<file path="src/hw/rtl/grap_pkg.sv">
// Shared types and constants for the elliptical Gaussian ring pixel pipeline.
// No dependencies; every other file imports this package.
package grap_pkg;

	// CORDIC iteration count and internal CORDIC word width
	localparam int CORDIC_STEPS = 16;
	localparam int CW           = 34;
	// Width of the pixel offsets from the ring centre (signed Q.8)
	localparam int DW           = 26;

	// Queue between the front and the back end
	localparam int FIFO_DEPTH = 4;
	localparam int FIFO_AW    = 2;

	// Latency of the exponential unit and of the whole back end
	localparam int EXP_TERMS = 14;
	localparam int EXP_POWS  = 16;
	localparam int EXP_LAT   = 2 + 3 * EXP_TERMS + 1 + EXP_POWS;
	localparam int BACK_LAT  = 2 * CORDIC_STEPS + 7 + EXP_LAT;

	// Angles in 1/2^32 turn, gain compensation and e^-1 in fixed point
	localparam logic signed [CW-1:0] ANG_HALF    = CW'(64'sd2147483648);
	localparam logic signed [CW-1:0] ANG_QUARTER = CW'(64'sd1073741824);
	localparam logic signed [CW-1:0] KINV_Q30    = CW'(64'sd652032874);
	localparam logic [29:0]          EINV_Q31    = 30'd790015084;

	// arctan(2^-i) in 1/2^32 turn
	localparam logic [31:0] ATAN_TAB [32] = '{
		32'd536870912, 32'd316933406, 32'd167458907, 32'd85004756,
		32'd42667331,  32'd21354465,  32'd10679838,  32'd5340245,
		32'd2670163,   32'd1335087,   32'd667544,    32'd333772,
		32'd166886,    32'd83443,     32'd41722,     32'd20861,
		32'd10430,     32'd5215,      32'd2608,      32'd1304,
		32'd652,       32'd326,       32'd163,       32'd81,
		32'd41,        32'd20,        32'd10,        32'd5,
		32'd3,         32'd1,         32'd1,         32'd0
	};

	// Configuration register indexes
	typedef enum logic [2:0] {
		REG_CENTER_X    = 3'd0,
		REG_CENTER_Y    = 3'd1,
		REG_PA_ANGLE    = 3'd2,
		REG_INV_AXIS    = 3'd3,
		REG_RING_RADIUS = 3'd4,
		REG_INV_2SIGSQ  = 3'd5,
		REG_AMP_MID     = 3'd6,
		REG_AMP_DELTA   = 3'd7
	} cfg_reg_t;

	// One classified pixel as queued between front and back
	typedef struct packed {
		logic signed [DW-1:0] dx;
		logic signed [DW-1:0] dy;
		logic                 zero;
	} item_t;

endpackage

</file>
<file path="src/hw/rtl/grap_fifo.sv">
// Short queue of classified pixels between the front and back ends.
// Depends on grap_pkg.
module grap_fifo (
	input  logic            clk,
	input  logic            arst_n,
	input  logic            push,
	input  grap_pkg::item_t wdata,
	input  logic            pop,
	output grap_pkg::item_t rdata,
	output logic            full,
	output logic            empty
);
	import grap_pkg::*;

	item_t              mem_q [FIFO_DEPTH];
	logic [FIFO_AW-1:0] wr_q;
	logic [FIFO_AW-1:0] rd_q;
	logic [FIFO_AW:0]   cnt_q;

	assign full  = (cnt_q == (FIFO_AW+1)'(FIFO_DEPTH));
	assign empty = (cnt_q == '0);
	assign rdata = mem_q[rd_q];

	// Storage
	always_ff @(posedge clk) begin
		if (push) begin
			mem_q[wr_q] <= wdata;
		end
	end

	// Pointers and fill count
	always_ff @(posedge clk or negedge arst_n) begin
		if (!arst_n) begin
			wr_q  <= '0;
			rd_q  <= '0;
			cnt_q <= '0;
		end else begin
			if (push) begin
				wr_q <= wr_q + 1'b1;
			end
			if (pop) begin
				rd_q <= rd_q + 1'b1;
			end
			if (push && !pop) begin
				cnt_q <= cnt_q + 1'b1;
			end else if (pop && !push) begin
				cnt_q <= cnt_q - 1'b1;
			end
		end
	end

endmodule

</file>
<file path="config.mk">
export PLATFORM = sky130hd
export DESIGN_NAME = grap_fifo
export DESIGN_NICKNAME = d
export VERILOG_FILES = /design/src/hw/rtl/grap_pkg.sv /design/src/hw/rtl/grap_fifo.sv
export SDC_FILE = /design/constraint.sdc
export NUM_CORES = 1
export LEC_CHECK = 0
export BUFFER_PORTS_ARGS = -buffer_cell sky130_fd_sc_hd__buf_2
export CAP_MARGIN = 20
export CELL_PAD_IN_SITES_DETAIL_PLACEMENT = 1
export CELL_PAD_IN_SITES_GLOBAL_PLACEMENT = 1
export CORE_MARGIN = 4
export CORE_UTILIZATION = 30
export DETAILED_ROUTE_END_ITERATION = 8
export PLACE_DENSITY_LB_ADDON = 0.1
export REMOVE_ABC_BUFFERS = 1
export SYNTH_ARGS = -nofsm -noshare
export SYNTH_HDL_FRONTEND = slang
export SYNTH_SLANG_ARGS = --single-unit
</file>
<file path="constraint.sdc">
create_clock -name clk -period 2.75 [get_ports clk]
set_input_delay 0 -clock clk [delete_from_list [all_inputs] [get_ports clk]]
set_output_delay 0 -clock clk [all_outputs]
set_load 0.1 [all_outputs]
</file>
# Word-level counts from Yosys, hierarchy flattened
# Memory sizes are Yosys's and may differ from the RTL's.
# Cells that the tools add are included.
dict set report classes {
  muxes 4
  eq_ne 1
  add_sub_neg 4
  n_reduce_logical 6
}
# operator n
set ops {}
lappend ops {{$mux W3} 2}
lappend ops {{$add A2 B1 Y2 const B} 2}
lappend ops {{$add A3 B1 Y3 const B} 1}
lappend ops {{$eq A3 B3 Y1 const B} 1}
lappend ops {{$logic_not A3 Y1} 1}
lappend ops {{$sub A3 B1 Y3 const B} 1}
lappend ops {{$logic_and A1 B1 Y1} 2}
lappend ops {{$logic_not A1 Y1} 2}
lappend ops {{$mux W1} 2}
lappend ops {{$reduce_bool A2 Y1} 1}
dict set report word_totals {
  output_inout_bits 55
  memories 1
  elab_cells 19
  register_bits 7
  input_bits 57
  mem_bits_rw 212
}
# name words width rd rd_clocked_by_memory_dff write_ports line
set memory_table {}
lappend memory_table {mem_q 4 53 1 0 1 grap_fifo.sv:15} ;# item_t mem_q [FIFO_DEPTH];

# Depth between registers and ports, before layout
dict set report logic_depth {
  ltp_word 4
  depth_mapped 7
}

# Worst setup path before layout
# OpenSTA, ideal clock, no wires.
dict set report synth_timing {
  path_kind {register to output}
  startpoint {register cnt_q[0]}
  endpoint {output full}
  path_slack_ns 0.097
  arrival_time_ns 2.653
  path_stages_with_launch 2
  cell_sequence {dfrtp_1 > nor3b_1}
}
dict set report synth_between {
  elab_chain_len 1
}
# item line
set synth_lines {}
lappend synth_lines {{start, declared} grap_fifo.sv:18} ;# logic [FIFO_AW:0] cnt_q;
lappend synth_lines {{start signal, assigned} grap_fifo.sv:45} ;# cnt_q <= cnt_q + 1'b1;
lappend synth_lines {{start signal, assigned} grap_fifo.sv:47} ;# cnt_q <= cnt_q - 1'b1;
lappend synth_lines {{$eq A3 B3 Y1} grap_fifo.sv:20} ;# assign full = (cnt_q == (FIFO_AW+1)'(FIFO_DEPTH));
lappend synth_lines {{end, declared} grap_fifo.sv:10} ;# output logic full,
# Every way passes these cells.

==> results.sh <==
export IMPL_cts_setup_buffers=0
export IMPL_path_max_fanout=17
export IMPL_finalWorstSetupSlack_ns=0.3378
export IMPL_dp_slack_ns=0.7876
export IMPL_endpoint_kind="output pin"
export IMPL_antenna_found_initial=0
export IMPL_max_stage_delay_ns=0.66
export IMPL_drt_first_iter_violations=166
export IMPL_finalMaxSlewViolations=0
export IMPL_drt_total_wl_um=17300
export IMPL_portBuffers=111
export IMPL_clock_latency_ns=0.51
export IMPL_crit_buf_inv=2
export IMPL_path_delay_family="flip-flops"
export IMPL_slew_headroom_pct=61.73
export IMPL_syn_cell_area_mm2=0.008110
export IMPL_hold_viol=0
export IMPL_start_kind="register"
export IMPL_rsz0062_at_grt="false"
export IMPL_cp_required_ns=2.75
export IMPL_cts_made_buffers=26
export IMPL_yosys_area_top_type="edfxtp_1"
export IMPL_core_area_mm2=0.02635
export IMPL_worst_pin_slew_ns=0.5740
export IMPL_grt_pass1_wl_um=26400
export IMPL_htree_num_levels=1
export IMPL_crit_end="rdata[45]"
export IMPL_row_count=59
export IMPL_max_cap_viol_count=0
export IMPL_drive_above_1_share_pct=41.10
export IMPL_overflow=0
export IMPL_path_class="register to output pin"
export IMPL_clockBufferDepth=3
export IMPL_vias=3882
export IMPL_path_depth=3
export IMPL_syn_area_per_cell_um2=26.08
export IMPL_grt_max_degree=35
export IMPL_dr_pass1_iters=4
export IMPL_fin_hold_ws_ns=0.2328
export IMPL_path_clk_slew_ns=0.05
export IMPL_num_nets_final=571
export IMPL_fin_skew_ns=0.004491
export IMPL_viasPerCell=4.498
export IMPL_postRouteAntennaNets=0
export IMPL_ys_ff_latch=219
export IMPL_startpoint="rd_q[0]"
export IMPL_wl_per_cell_um=20.05
export IMPL_synth_area_leaders="edfxtp_1 (78%), mux4_2 (13%), dfrtp_1 (2.2%)"
export IMPL_finalCritPeriodShare_pct=87.72
export IMPL_r2r_start="wr_q[0]"
export IMPL_finalSetupViolations=0
export IMPL_root_buffer="clkbuf_16"
export IMPL_outcome="finished clean"
export IMPL_max_freq_mhz=414.6
export IMPL_fp_dieW_um=172.4
export IMPL_area_growth_pct=31.16
export IMPL_yosysUniqueCellTypes=19
export IMPL_die_area_mm2=0.02973
export IMPL_syn_instance_count=311
export IMPL_routabilityCongestion=0.6462
export IMPL_drc=0
export IMPL_dp_cells=758
export IMPL_r2r_end="mem_q[0][39]"
export IMPL_min_period_ns=2.412
export IMPL_ff2ff_setup_slack_ns=1.07
export IMPL_track_usage_pct=11.81
export IMPL_cts_sinks=219
export IMPL_synth_top_area_share_pct=78.49
export IMPL_instances_no_fill=863
export IMPL_cp_cell_sequence="buf_4, mux4_2, buf_2"
export IMPL_worst_r2r_cell_count=4
export IMPL_start_util_pct=30.77
export IMPL_hold_class="input pin to register"
export IMPL_ios=112
export IMPL_seq_area_frac_synth_pct=80.65
export IMPL_hpwl_um=10430
export IMPL_tritoncts="yes"
export IMPL_yosys_warnings=0
export IMPL_grt_pass1_vias=4450
export IMPL_diodes=0
export IMPL_cp_slowest_cell="dfrtp_4"
export IMPL_dieHeight_um=172.4
export IMPL_worst_ep_arrival_time_ns=2.41
cells by family after synthesis:
logic type                 share of synthesized area, %
and+or+nand+nor                                  0.6016
buffers and inverters                             1.928
DFF                                               80.65
AOI/OAI and AO/OA                               0.06165
adders and majority gates                         1.018
muxes                                             15.09
xor gates and xnor gates                         0.6479
cell usage in the layout (no fill, tap or decap):
cell / count
clkinv_2: 2
mux4_2: 48
mux2_2: 1
clkbuf_16: 27
nor2_1: 1
clkinv_1: 4
ha_1: 5
edfxtp_1: 212
inv_1: 4
nand2_1: 2
buf_4: 6
xnor2_1: 2
clkbuf_8: 4
fa_1: 1
bufinv_16: 5
dfrtp_4: 1
buf_2: 111
mux4_1: 5
buf_12: 7
dfrtp_2: 1
dlygate4sd3_1: 57
nor3b_1: 1
clkbuf_1: 6
xor2_1: 4
dfrtp_1: 5
o21ai_0: 1
nor3_1: 1
and2_2: 4
routing by layer:
layer  share of wire [%]  track usage (%)  vias to the layer above
met5                   0                0                        -
met4                 2.8            3.554                        0
met3                 4.1            2.446                       30
met1                  41            14.28                     2032
met2                  52            21.24                       92
li1                    -                -                     1728
worst min-delay path by stage:
stage | from | end | slack, ns | depth (start not counted)
floorplan | arst_n | cnt_q[0] | -0.30 | 0
finish | wdata[18] | mem_q[1][18] | 0.23 | 2
CTS | wdata[11] | mem_q[1][11] | 0.20 | 2
global route | wdata[39] | mem_q[3][39] | 0.23 | 2
global placement | arst_n | cnt_q[2] | -0.15 | 1
detailed placement | arst_n | cnt_q[2] | -0.16 | 1
flip-flops by register name, summed over array words and instances (netlist names):
name / flops
cnt_q: 3
rd_q: 2
wr_q: 2
mem_q: 212
stage by stage:
stage | util, % | area (um2) | TNS (ns)
after detailed placement | 34.68 | 9139 | 0
after global placement | 34.68 | 9139 | 0
final | 40.36 | 10640 | 0
after floorplan | - | 7969 | -18.50
after CTS | 40.36 | 10640 | 0
after global routing | 40.36 | 10640 | 0
cell usage after synthesis:
| cell | n |
|---|---|
| edfxtp_1 | 212 |
| nor3_1 | 1 |
| buf_6 | 1 |
| inv_1 | 4 |
| fa_1 | 1 |
| and2_1 | 4 |
| nand2_1 | 2 |
| xnor2_1 | 2 |
| nor2_1 | 1 |
| mux4_1 | 5 |
| mux4_2 | 48 |
| nor3b_1 | 1 |
| buf_2 | 6 |
| xor2_1 | 4 |
| dfrtp_1 | 7 |
| buf_12 | 5 |
| mux2_2 | 1 |
| ha_1 | 5 |
| o21ai_0 | 1 |
final cells by class:
cell class,count,area [um2]
well taps,335,419.2
inverters,4,15.01
clock buffers,37,753.2
fillers,2486,15720
repair buffers,181,1311
clock inverters,11,175.2
multi-input cells,76,1418
flip-flops and latches,219,6546
worst reg2reg max path: stages (launching register included):
cell and delay, ns:
dfrtp_1 0.42, inv_1 0.11, ha_1 0.15, and2_2 0.41, buf_12 0.26
timing repair:
action,4_1_cts,5_1_grt
hold endpoints to repair,224,0
setup endpoints to repair,0,0
hold buffers,57,0
gates resized for setup,0,0
Power is not shown: default switching activity piles up to over one toggle a cycle in this logic, so the estimate is an artifact.
