--- src/hw/rtl/grap_pkg.sv ---
// Shared types and constants for the elliptical Gaussian ring pixel pipeline.
// No dependencies; every other file imports this package.
package grap_pkg;

	// CORDIC iteration count and internal CORDIC word width
	localparam int CORDIC_STEPS = 16;
	localparam int CW           = 34;
	// Width of the pixel offsets from the ring centre (signed Q.8)
	localparam int DW           = 26;

	// Queue between the front and the back end
	localparam int FIFO_DEPTH = 4;
	localparam int FIFO_AW    = 2;

	// Latency of the exponential unit and of the whole back end
	localparam int EXP_TERMS = 14;
	localparam int EXP_POWS  = 16;
	localparam int EXP_LAT   = 2 + 3 * EXP_TERMS + 1 + EXP_POWS;
	localparam int BACK_LAT  = 2 * CORDIC_STEPS + 7 + EXP_LAT;

	// Angles in 1/2^32 turn, gain compensation and e^-1 in fixed point
	localparam logic signed [CW-1:0] ANG_HALF    = CW'(64'sd2147483648);
	localparam logic signed [CW-1:0] ANG_QUARTER = CW'(64'sd1073741824);
	localparam logic signed [CW-1:0] KINV_Q30    = CW'(64'sd652032874);
	localparam logic [29:0]          EINV_Q31    = 30'd790015084;

	// arctan(2^-i) in 1/2^32 turn
	localparam logic [31:0] ATAN_TAB [32] = '{
		32'd536870912, 32'd316933406, 32'd167458907, 32'd85004756,
		32'd42667331,  32'd21354465,  32'd10679838,  32'd5340245,
		32'd2670163,   32'd1335087,   32'd667544,    32'd333772,
		32'd166886,    32'd83443,     32'd41722,     32'd20861,
		32'd10430,     32'd5215,      32'd2608,      32'd1304,
		32'd652,       32'd326,       32'd163,       32'd81,
		32'd41,        32'd20,        32'd10,        32'd5,
		32'd3,         32'd1,         32'd1,         32'd0
	};

	// Configuration register indexes
	typedef enum logic [2:0] {
		REG_CENTER_X    = 3'd0,
		REG_CENTER_Y    = 3'd1,
		REG_PA_ANGLE    = 3'd2,
		REG_INV_AXIS    = 3'd3,
		REG_RING_RADIUS = 3'd4,
		REG_INV_2SIGSQ  = 3'd5,
		REG_AMP_MID     = 3'd6,
		REG_AMP_DELTA   = 3'd7
	} cfg_reg_t;

	// One classified pixel as queued between front and back
	typedef struct packed {
		logic signed [DW-1:0] dx;
		logic signed [DW-1:0] dy;
		logic                 zero;
	} item_t;

endpackage

--- src/hw/rtl/grap_front.sv ---
// Front end: turns an input pixel into centre offsets and flags the on-centre case.
// Depends on grap_pkg.
module grap_front (
	input  logic [15:0]     pixel_x,
	input  logic [15:0]     pixel_y,
	input  logic [23:0]     center_x,
	input  logic [23:0]     center_y,
	output grap_pkg::item_t item
);
	import grap_pkg::*;

	logic signed [DW-1:0] dx;
	logic signed [DW-1:0] dy;

	// Offsets in Q.8 pixels
	assign dx = $signed({2'b00, pixel_x, 8'h00}) - $signed({2'b00, center_x});
	assign dy = $signed({2'b00, pixel_y, 8'h00}) - $signed({2'b00, center_y});

	assign item.dx   = dx;
	assign item.dy   = dy;
	assign item.zero = (dx == '0) && (dy == '0);

endmodule

--- config.mk ---
export PLATFORM = sky130hd
export DESIGN_NAME = grap_front
export DESIGN_NICKNAME = d
export VERILOG_FILES = /design/src/hw/rtl/grap_pkg.sv /design/src/hw/rtl/grap_front.sv
export SDC_FILE = /design/constraint.sdc
export NUM_CORES = 1
export LEC_CHECK = 0
export BUFFER_PORTS_ARGS = -buffer_cell sky130_fd_sc_hd__buf_2
export CAP_MARGIN = 15
export CELL_PAD_IN_SITES_DETAIL_PLACEMENT = 0
export CELL_PAD_IN_SITES_GLOBAL_PLACEMENT = 1
export CORE_MARGIN = 2
export CORE_UTILIZATION = 30
export DETAILED_ROUTE_END_ITERATION = 7
export PLACE_DENSITY = 0.93
export SKIP_LAST_GASP = 1
export SLEW_MARGIN = 20
export SYNTH_ARGS = -nofsm -noshare
export SYNTH_HDL_FRONTEND = slang
export SYNTH_SLANG_ARGS = --single-unit
--- constraint.sdc ---
create_clock -name vclk -period 5.4
set_clock_uncertainty 0.15 [all_clocks]
set_input_delay 1.08 -clock vclk [all_inputs]
set_output_delay 1.08 -clock vclk [all_outputs]
set_load 0.005 [all_outputs]
* Yosys cells after proc, flatten, opt, wreduce, memory -nomap -nowiden *
Cells that the tools add are included.

operators by class
  add/subtract/negate cells = 2
  reductions and logical operators = 3

operators by type and width
  operator                                        count
  26-bit zero test                                2
  24-bit by 24-bit subtractor with 25-bit output  2
  1-bit logical AND                               1

word-level totals
  bits in registers = 0
  bits of input ports = 80

* Logic depth before layout (Yosys ltp) *
Gate-level depths: netlist of the first run.

  word-level depth = 3
  depth in mapped cells = 12
  depth with buffers taken out = 11

* Least setup slack after synthesis of the first run *
No wires, ideal clock.

  kind = input port to output port
  from = in center_x[8]
  to = out item[0] in the netlist's numbering
  arrival time = 3.697 ns
  setup slack = 0.473 ns
  stages on the path = 11
  path buffers = 0
  cell sequence = inv_1 -> ha_1 -> nor4b_1 -> nand2_1 -> o21ai_2 -> a21oi_1 -> xnor2_1 -> or4_1 -> or4b_1 -> nor4b_2 -> and4b_1

RTL lines
  what         RTL line         RTL
  from (decl)  grap_front.sv:6  input logic [23:0] center_x,
  to (decl)    grap_front.sv:8  output grap_pkg::item_t item

==> results of run 1 <==
cells in the final DEF (no fill, tap or decap), types with 5 or more instances in the layout:
cell and n:
a21o_1 13, a21oi_1 28, a31oi_1 5, and3_1 6, buf_2 133, buf_4 7
ha_1 35, inv_1 43, nand2_1 19, nand3_1 5, nor2_1 22, nor3_1 11
o21ai_0 14, xnor2_1 29, xor2_1 12
layout make-up:
class | count | area (µm²) | share of cell area [%]
Multi-Input combinational cell | 266 | 2040 | 67.0
Timing Repair Buffer | 140 | 718 | 23.6
Inverter | 43 | 161 | 5.31
Tap cell | 99 | 124 | 4.07
per-stage QoR:
step	hold slack [ns]	worst slack, ns	utilization, %	TNS [ns]	power, mW
2_1_floorplan	2.06	0.473	-	0	0.213
3_3_place_gp	2.22	0.105	41.6	0	0.348
3_5_place_dp	2.23	-0.0191	41.6	-0.0191	0.351
4_1_cts	2.23	0.00678	41.7	0	0.354
5_1_grt	2.24	-0.0313	42.6	-0.0313	0.402
6_report	2.23	0.171	42.6	0	0.359
cell usage after synthesis, types with 2 or more instances:
| library cell | instances |
|---|---|
| nor4_1 | 5 |
| a31oi_1 | 6 |
| nor3_1 | 11 |
| o31ai_1 | 2 |
| or4b_1 | 2 |
| ha_1 | 35 |
| a211oi_1 | 4 |
| xor2_1 | 12 |
| o21ai_0 | 14 |
| buf_4 | 5 |
| inv_1 | 43 |
| or4_1 | 4 |
| nand2_1 | 19 |
| nor4b_1 | 2 |
| nor2_1 | 22 |
| o31a_1 | 2 |
| a221o_1 | 4 |
| o21a_1 | 3 |
| and3_1 | 6 |
| or3_1 | 2 |
| a21o_1 | 13 |
| nor2b_1 | 3 |
| nand3_1 | 5 |
| o21bai_1 | 3 |
| o22ai_1 | 2 |
| xnor2_1 | 29 |
| nand2b_1 | 2 |
| a21oi_1 | 29 |
what timing repair did:
item / CTS / global route
buffers inserted: 0 / 2
pin swaps: 0 / 2
gates resized for setup: 1 / 9
endpoints found under the setup margin: 1 / 1
power by group through the flow:
stage	registers, mW	logic (mW)	clock network (mW)
after detailed placement	0	0.351	0
final	0	0.359	0
after global routing	0	0.402	0
after floorplan	0	0.213	0
after CTS	0	0.354	0
after global placement	0	0.348	0
path summary, 6_finish.rpt:
kind        start      end  slack (ns)  cells after the start
max    pixel_x[3]  item[0]        0.17                     12
min   center_y[0]  item[1]        2.23                      2
metal layers:
metal	global-route usage, %	up-vias	wire length, µm
met3	2.49	2	501
met5	0	-	0
met2	30.1	97	3340
met4	0.543	0	14
met1	20.4	1224	3040
li1	-	1417	-
cell families after synthesis:
logic type | share of synthesized area, %
AO/OA/AOI/OAI | 29.8
AND/OR/NAND/NOR | 24.3
buffers and inverters | 9.34
XOR/XNOR | 16.4
adder cells (fa/ha/maj) | 20.0
==> results.md, run 1 <==
- Worst-margin pin slew: 0.547 ns
- Layout area overhead: 39.2%
- WS Path Type: primary input to output port
- Vias in the first global route: 2,508
- Total GRT Usage: 16.1%
- Initial core utilization: 30.6%
- Final RePlAce weighted congestion: 0.876
- Post-route ant nets: 0
- Leading area contributor after synthesis: ha_1
- Final Hold Vio Count: 0
- Syn Area/Cell: 6.94 µm²
- Mapped Cells: 315
- Switching share of total power: 52.9%
- Filler cells: 802
- CLK BUF: 0
- Sequential cell count: 0
- Delay of the slowest critical-path stage: 0.54 ns
- Final period utilization: 96.8%
- Top cell type's share of synthesized area: 20.0%
- Max FO, Critical Path: 4
- Final Instance Area: 3040 µm²
- Syn Nets: 430
- Largest net degree at the start of global routing: 10
- CP cell instances: buf_2, ha_1, and4b_2, nand3_1, a21boi_0, nor2_1, xnor2_1, or4_4, or4b_4, nor4b_4, and4b_1, buf_2
- Die area: 7980 µm²
- Diodes inserted: 0
- Worst Path Buf+Inv: 2
- Min-delay worst type: primary input to output port
- Max rail drop VDD: 51.5 µV
- Critical path arrival: 4.00 ns
- Top delay family on crit path: simple AND/OR/NAND/NOR gates
- Final wirelength: 6900 µm
- Cell mode on critical path: buf_2
- Post-CTS Hold Fix Bufs: 0
- Clock power share: 0%
- Wire length per cell: 12.6 µm
- # IOs: 133
- Final Max Slew Viols: 0
- Core Rows: 31
- Max-Cap Viols: 0
- CP required: 4.17 ns
- Final net count: 566
- Port Buffers: 133
- Gr ovfl total: 0
- Seq/Total Area, Yosys: 0%
- Placed Cells: 546
- Initial antenna violation count: 0
- Placed Area: 2970 µm²
- Share of layout cells above drive strength 1: 35.4%
- Status: completed
- Initial DRC count: 74
- Vias/cell: 5.00
- Hpwl dp: 6120 µm
- Area contributors post-synth: ha_1, xnor2_1, inv_1
- Crit. End Element: output port
- Register Area: 0 µm²
- Sw Pwr: 0.190 mW
- First-pass GRT wire length: 10,900 µm
- Worst slew margin: 63.2%
- Critical Path Start Type: primary input
- Tmin final: 5.23 ns
- LEAKAGE: 1.63 nW
- Highest-delay cell along the critical path: or4b_4
- Via count of the routed design: 2,740
- Die width: 89.3 µm
- Yosys warns: 0
- Combinational cell fraction of total power: 100.0%
- Syn Std Cell Area: 2180 µm²
- DRT Pass-1 Iters: 4
- Fin cells: 548
- Setup violations, final: 0
- P_int: 0.169 mW
- Sequential Power Share: 0%
- DRC viols: 0
- Post-synth cell types: 54
- P per Cell Area: 118 nW/µm²
- Max frequency: 0.191 GHz
- Die Y: 89.3 µm
- CORE AREA: 7140 µm²
Power figures use the tool's default switching activity.
==> inputs of run 2 (changes only) <==
==> constraint.sdc (replaced) <==
create_clock -name vclk -period 5.4
set_clock_uncertainty 0.15 [all_clocks]
set_input_delay 0 -clock vclk [all_inputs]
set_output_delay 0 -clock vclk [all_outputs]
set_load 0.005 [all_outputs]
==> results.md, run 2 (synthesized netlist as in run 1, its figures left out) <==
- Status: completed
- Most frequent cells in the layout: buf_2, inv_1, ha_1
- Hpwl dp: 5980 µm (-2.3%)
- Worst Path Buf+Inv: 2 (unchanged)
- Total GRT Usage: 15.7% (-0.42 points)
- WS Path Type: primary input to output port
- Max rail drop VDD: 49.5 µV (-3.9%)
- Sequential cell count: 0 (unchanged)
- # IOs: 133 (unchanged)
- Initial antenna violation count: 0 (unchanged)
- Initial core utilization: 30.6% (unchanged)
- Tmin final: 3.21 ns (-2.02 ns)
- Initial DRC count: 94 (+27%)
- Setup TNS: 0 ns (unchanged)
- Worst-margin pin slew: 0.726 ns (+0.179 ns)
- Final wirelength: 6700 µm (-2.9%)
- Hold path cells: 2 (unchanged)
- Placed Area: 2930 µm² (-1.3%)
- Final Core Density: 41.1% (-1.5 points)
- CP cell instances: buf_2, or4_1, nor4b_1, o21bai_1, a21boi_1, a31oi_1, xnor2_1, or4_1, nor3_1, and4b_1, buf_2
- Port Buffers: 133 (unchanged)
- Register Area: 0 µm² (unchanged)
- Vias in the first global route: 2,431 (-3.1%)
- DRC viols: 0 (unchanged)
- Final net count: 559 (-1.2%)
- Diodes inserted: 0 (unchanged)
- Max-Cap Viols: 0 (unchanged)
- Crit. End Element: output port
- Hold Slack: 0.0638 ns (-2.16 ns)
- First-pass GRT wire length: 10,600 µm (-2.6%)
- Final Max Slew Viols: 0 (unchanged)
- Post-CTS Hold Fix Bufs: 0 (unchanged)
- Max frequency: 0.312 GHz (+63%)
- Final period utilization: 59.4% (-37 points)
- Critical Path Start Type: primary input
- Core Rows: 31 (unchanged)
- Hold wc startpoint: center_y[0]
- Filler cells: 802 (unchanged)
- Min-delay worst type: primary input to output port
- Die area: 7980 µm² (unchanged)
- CORE AREA: 7140 µm² (unchanged)
- Highest-delay cell along the critical path: nor4b_1
- Final RePlAce weighted congestion: 0.895 (+2.1%)
- Gr ovfl total: 0 (unchanged)
- Via count of the routed design: 2,689 (-1.9%)
- Post-route ant nets: 0 (unchanged)
- Wire length per cell: 12.4 µm (-1.6%)
- CP required: 5.25 ns (+1.08 ns)
- P per Cell Area: 119 nW/µm² (+0.50%)
- Post-CTS Setup Inserts: 0 (unchanged)
- Post-CTS Resized: 0 (-1)
- Share of layout cells above drive strength 1: 32.8% (-2.6 points)
- Top delay family on crit path: simple AND/OR/NAND/NOR gates
- Critical Path Start: center_y[5]
- CLK BUF: 0 (unchanged)
- Die Y: 89.3 µm (unchanged)
- Final Instance Area: 2930 µm² (-3.6%)
- Layout area overhead: 34.2%
- Final Hold Vio Count: 0 (unchanged)
- Worst slew margin: 51.2% (-12 points)
- Commonest non-fill, non-tap cell in the layout: buf_2
- RSZ-0062 raised after global routing: no
- DRT Pass-1 Iters: 4 (unchanged)
- Largest net degree at the start of global routing: 10 (unchanged)
- Max FO, Critical Path: 6 (+2)
- Setup violations, final: 0 (unchanged)
- Critical path arrival: 3.06 ns (-0.94 ns)
- Vias/cell: 4.97 (-0.59%)
- Die width: 89.3 µm (unchanged)
- Multi-input gate area: 1980 µm² (-2.8%)
- Hold Path Sink: item[1]
- LEAKAGE: 1.57 nW (-3.9%)
- Delay of the slowest critical-path stage: 0.61 ns (+0.07 ns)
## run 2: cell count changes in the layout (fill, tap and decap cells not counted), sizes merged
cell,delta
buf,-7
## run 2: routing by layer
metal  wire, µm  up-vias  share of wire (%)  track usage, %
met1       2970     1181                 44            20.7
met2       3190      103                 48            28.5
met4         22        0               0.33           0.678
met3        511        4                7.6            2.03
li1           -     1401                  -               -
met5          0        -                  0               0
## run 2: power breakdown
group | switching (mW) | internal, mW | leakage (nW)
Combinational | 0.186 | 0.162 | 1.57
Clock | 0 | 0 | 0
Sequential | 0 | 0 | 0
## run 2: worst max path at each step
stage	slack [ns]	endpoint	cells past startpoint
final	2.19	item[0]	11
after global routing	1.93	item[0]	13
after CTS	2.18	item[0]	11
after detailed placement	2.18	item[0]	11
after global placement	2.23	item[0]	11
after floorplan	2.63	item[0]	11
## run 2: through the flow
step	cells	power [mW]	setup WS [ns]
5_1_grt	541	0.389	1.93
4_1_cts	541	0.349	2.18
3_5_place_dp	541	0.348	2.18
2_1_floorplan	315	0.213	2.63
3_3_place_gp	541	0.344	2.23
6_report	541	0.348	2.19
## run 2: cell type report
class | count | area share [%]
inverter | 43 | 5.51
multi-input combinational | 266 | 67.6
tap | 99 | 4.23
timing repair buffer | 133 | 22.7
==> inputs of run 3 (changes only) <==
Settings changed: CORE_UTILIZATION 30 to 27, PLACE_DENSITY 0.93 to 0.89.
Clock period 5.4 ns to 2.8 ns, I/O delays scaled along.
==> results.md, run 3 (synthesized netlist as in run 1, its figures left out) <==
- WS Path Type: primary input to output port
- First-pass GRT wire length: 13,000 µm (+23%)
- Min-delay worst type: primary input to output port
- Clock power share: 0% (unchanged)
- Setup violations, final: 1 (+1)
- Vias in the first global route: 3,032 (+25%)
- Setup TNS: -0.0406 ns (-0.0406 ns)
- P per Cell Area: 230 nW/µm² (+93%)
- Initial DRC count: 155 (+65%)
- Critical Path Start Type: primary input
- Failing checks: negative setup slack
- Register Area: 0 µm² (unchanged)
- Initial core utilization: 28.1% (-2.5 points)
- Most frequent cells in the layout: buf_2, buf_4, inv_1
- Max frequency: 0.352 GHz
- CLK BUF: 0 (unchanged)
- Initial antenna violation count: 0 (unchanged)
- Port Buffers: 133 (unchanged)
- Max-Cap Viols: 0 (unchanged)
- P_int: 0.476 mW (+190%)
- Vias/cell: 4.99 (+0.44%)
- Die width: 94.0 µm (+5.2%)
- Final Max Slew Viols: 0 (unchanged)
- Final period utilization: 101%
- Final WS setup: -0.0406 ns (-2.23 ns)
- Critical path arrival: 2.69 ns (-0.37 ns)
- RSZ-0062 raised after global routing: yes
- Tmin final: 2.84 ns
- Final Hold Vio Count: 0 (unchanged)
- Via count of the routed design: 3,185 (+18%)
- Worst slew margin: 69.2% (+18 points)
- Setup WS pre-CTS: -0.363 ns (-2.55 ns)
- Commonest non-fill, non-tap cell in the layout: buf_2
- Core Rows: 32 (+3.2%)
- Post-route ant nets: 0 (unchanged)
- Max FO, Critical Path: 3 (-3)
- Sequential cell count: 0 (unchanged)
- Placed Area: 3500 µm² (+19%)
- Largest net degree at the start of global routing: 9 (-1)
- Design Power: 0.906 mW (+160%)
- Switching share of total power: 47.4% (-5.9 points)
- Post-CTS Hold Fix Bufs: 0 (unchanged)
- Fin cells: 638 (+18%)
- Share of layout cells above drive strength 1: 52.1% (+19 points)
- Crit. End Element: output port
- Final Core Density: 50.8% (+9.7 points)
- Combinational cell fraction of total power: 100.0% (about the same)
- Status: finished, violations left
- CP required: 2.65 ns (-2.60 ns)
- # IOs: 133 (unchanged)
- Final wirelength: 8620 µm (+29%)
- Hold path cells: 3 (+1)
- Worst-margin pin slew: 0.458 ns (-0.268 ns)
- Die area: 8830 µm² (+11%)
- Sequential Power Share: 0% (unchanged)
- Total GRT Usage: 17.4% (+1.7 points)
- Hold Slack: 0.139 ns (+0.0751 ns)
- Max rail drop VDD: 113 µV (+130%)
- Hpwl dp: 6850 µm (+15%)
- Placed Cells: 619 (+14%)
- Die Y: 94.0 µm (+5.2%)
- Gr ovfl total: 0 (unchanged)
- DRC viols: 0 (unchanged)
- Final net count: 653 (+17%)
- Diodes inserted: 0 (unchanged)
- LEAKAGE: 2.09 nW (+33%)
- CORE AREA: 7770 µm² (+8.8%)
- Final RePlAce weighted congestion: 0.958 (+7.1%)
- Final Instance Area: 3950 µm² (+35%)
- Wire length per cell: 13.5 µm (+9.1%)
- DRT Pass-1 Iters: 4 (unchanged)
- Layout area overhead: 80.6%
- Sw Pwr: 0.429 mW (+130%)
-- run 3: path summary, 6_finish.rpt --
path	from	slack (ns)	to
worst max-delay path	pixel_y[9]	-0.04	item[0]
worst min-delay path	center_x[0]	0.14	item[27]
-- run 3: worst max-delay path, stage by stage --
cell	delay [ns]
buf_2	0.10
ha_1	0.33
and3_4	0.17
and3_1	0.21
a22o_1	0.20
a221o_1	0.36
a31oi_2	0.19
xnor2_1	0.11
or4_1	0.54
nor3_2	0.16
and4b_1	0.21
buf_2	0.11
-- run 3: layer usage --
| metal | share of wire [%] | global-route usage (%) |
|---|---|---|
| met5 | 0 | 0 |
| met4 | 0.77 | 1.81 |
| met3 | 4.7 | 0.963 |
| met2 | 53 | 34.9 |
| met1 | 42 | 20.5 |
-- run 3: final cells by class --
cell class / instances / area [µm²]
inverter: 43 / 169
fill: 762 / 3820
timing repair buffer: 227 / 1410
multi-input combinational: 266 / 2240
tap: 102 / 128
-- run 3: power by group through the flow --
stage | registers, mW | logic (mW) | clock network (mW)
after floorplan | 0 | 0.411 | 0
after global placement | 0 | 0.796 | 0
after detailed placement | 0 | 0.807 | 0
after CTS | 0 | 0.871 | 0
after global routing | 0 | 0.988 | 0
final | 0 | 0.906 | 0
-- run 3: what timing repair did --
item / in CTS / in global routing
resized for setup: 38 / 23
cloned: 0 / 0
endpoints found under the setup margin: 1 / 1
buffers inserted: 17 / 3
endpoints found under the hold margin: 0 / 0
pin swaps: 25 / 14
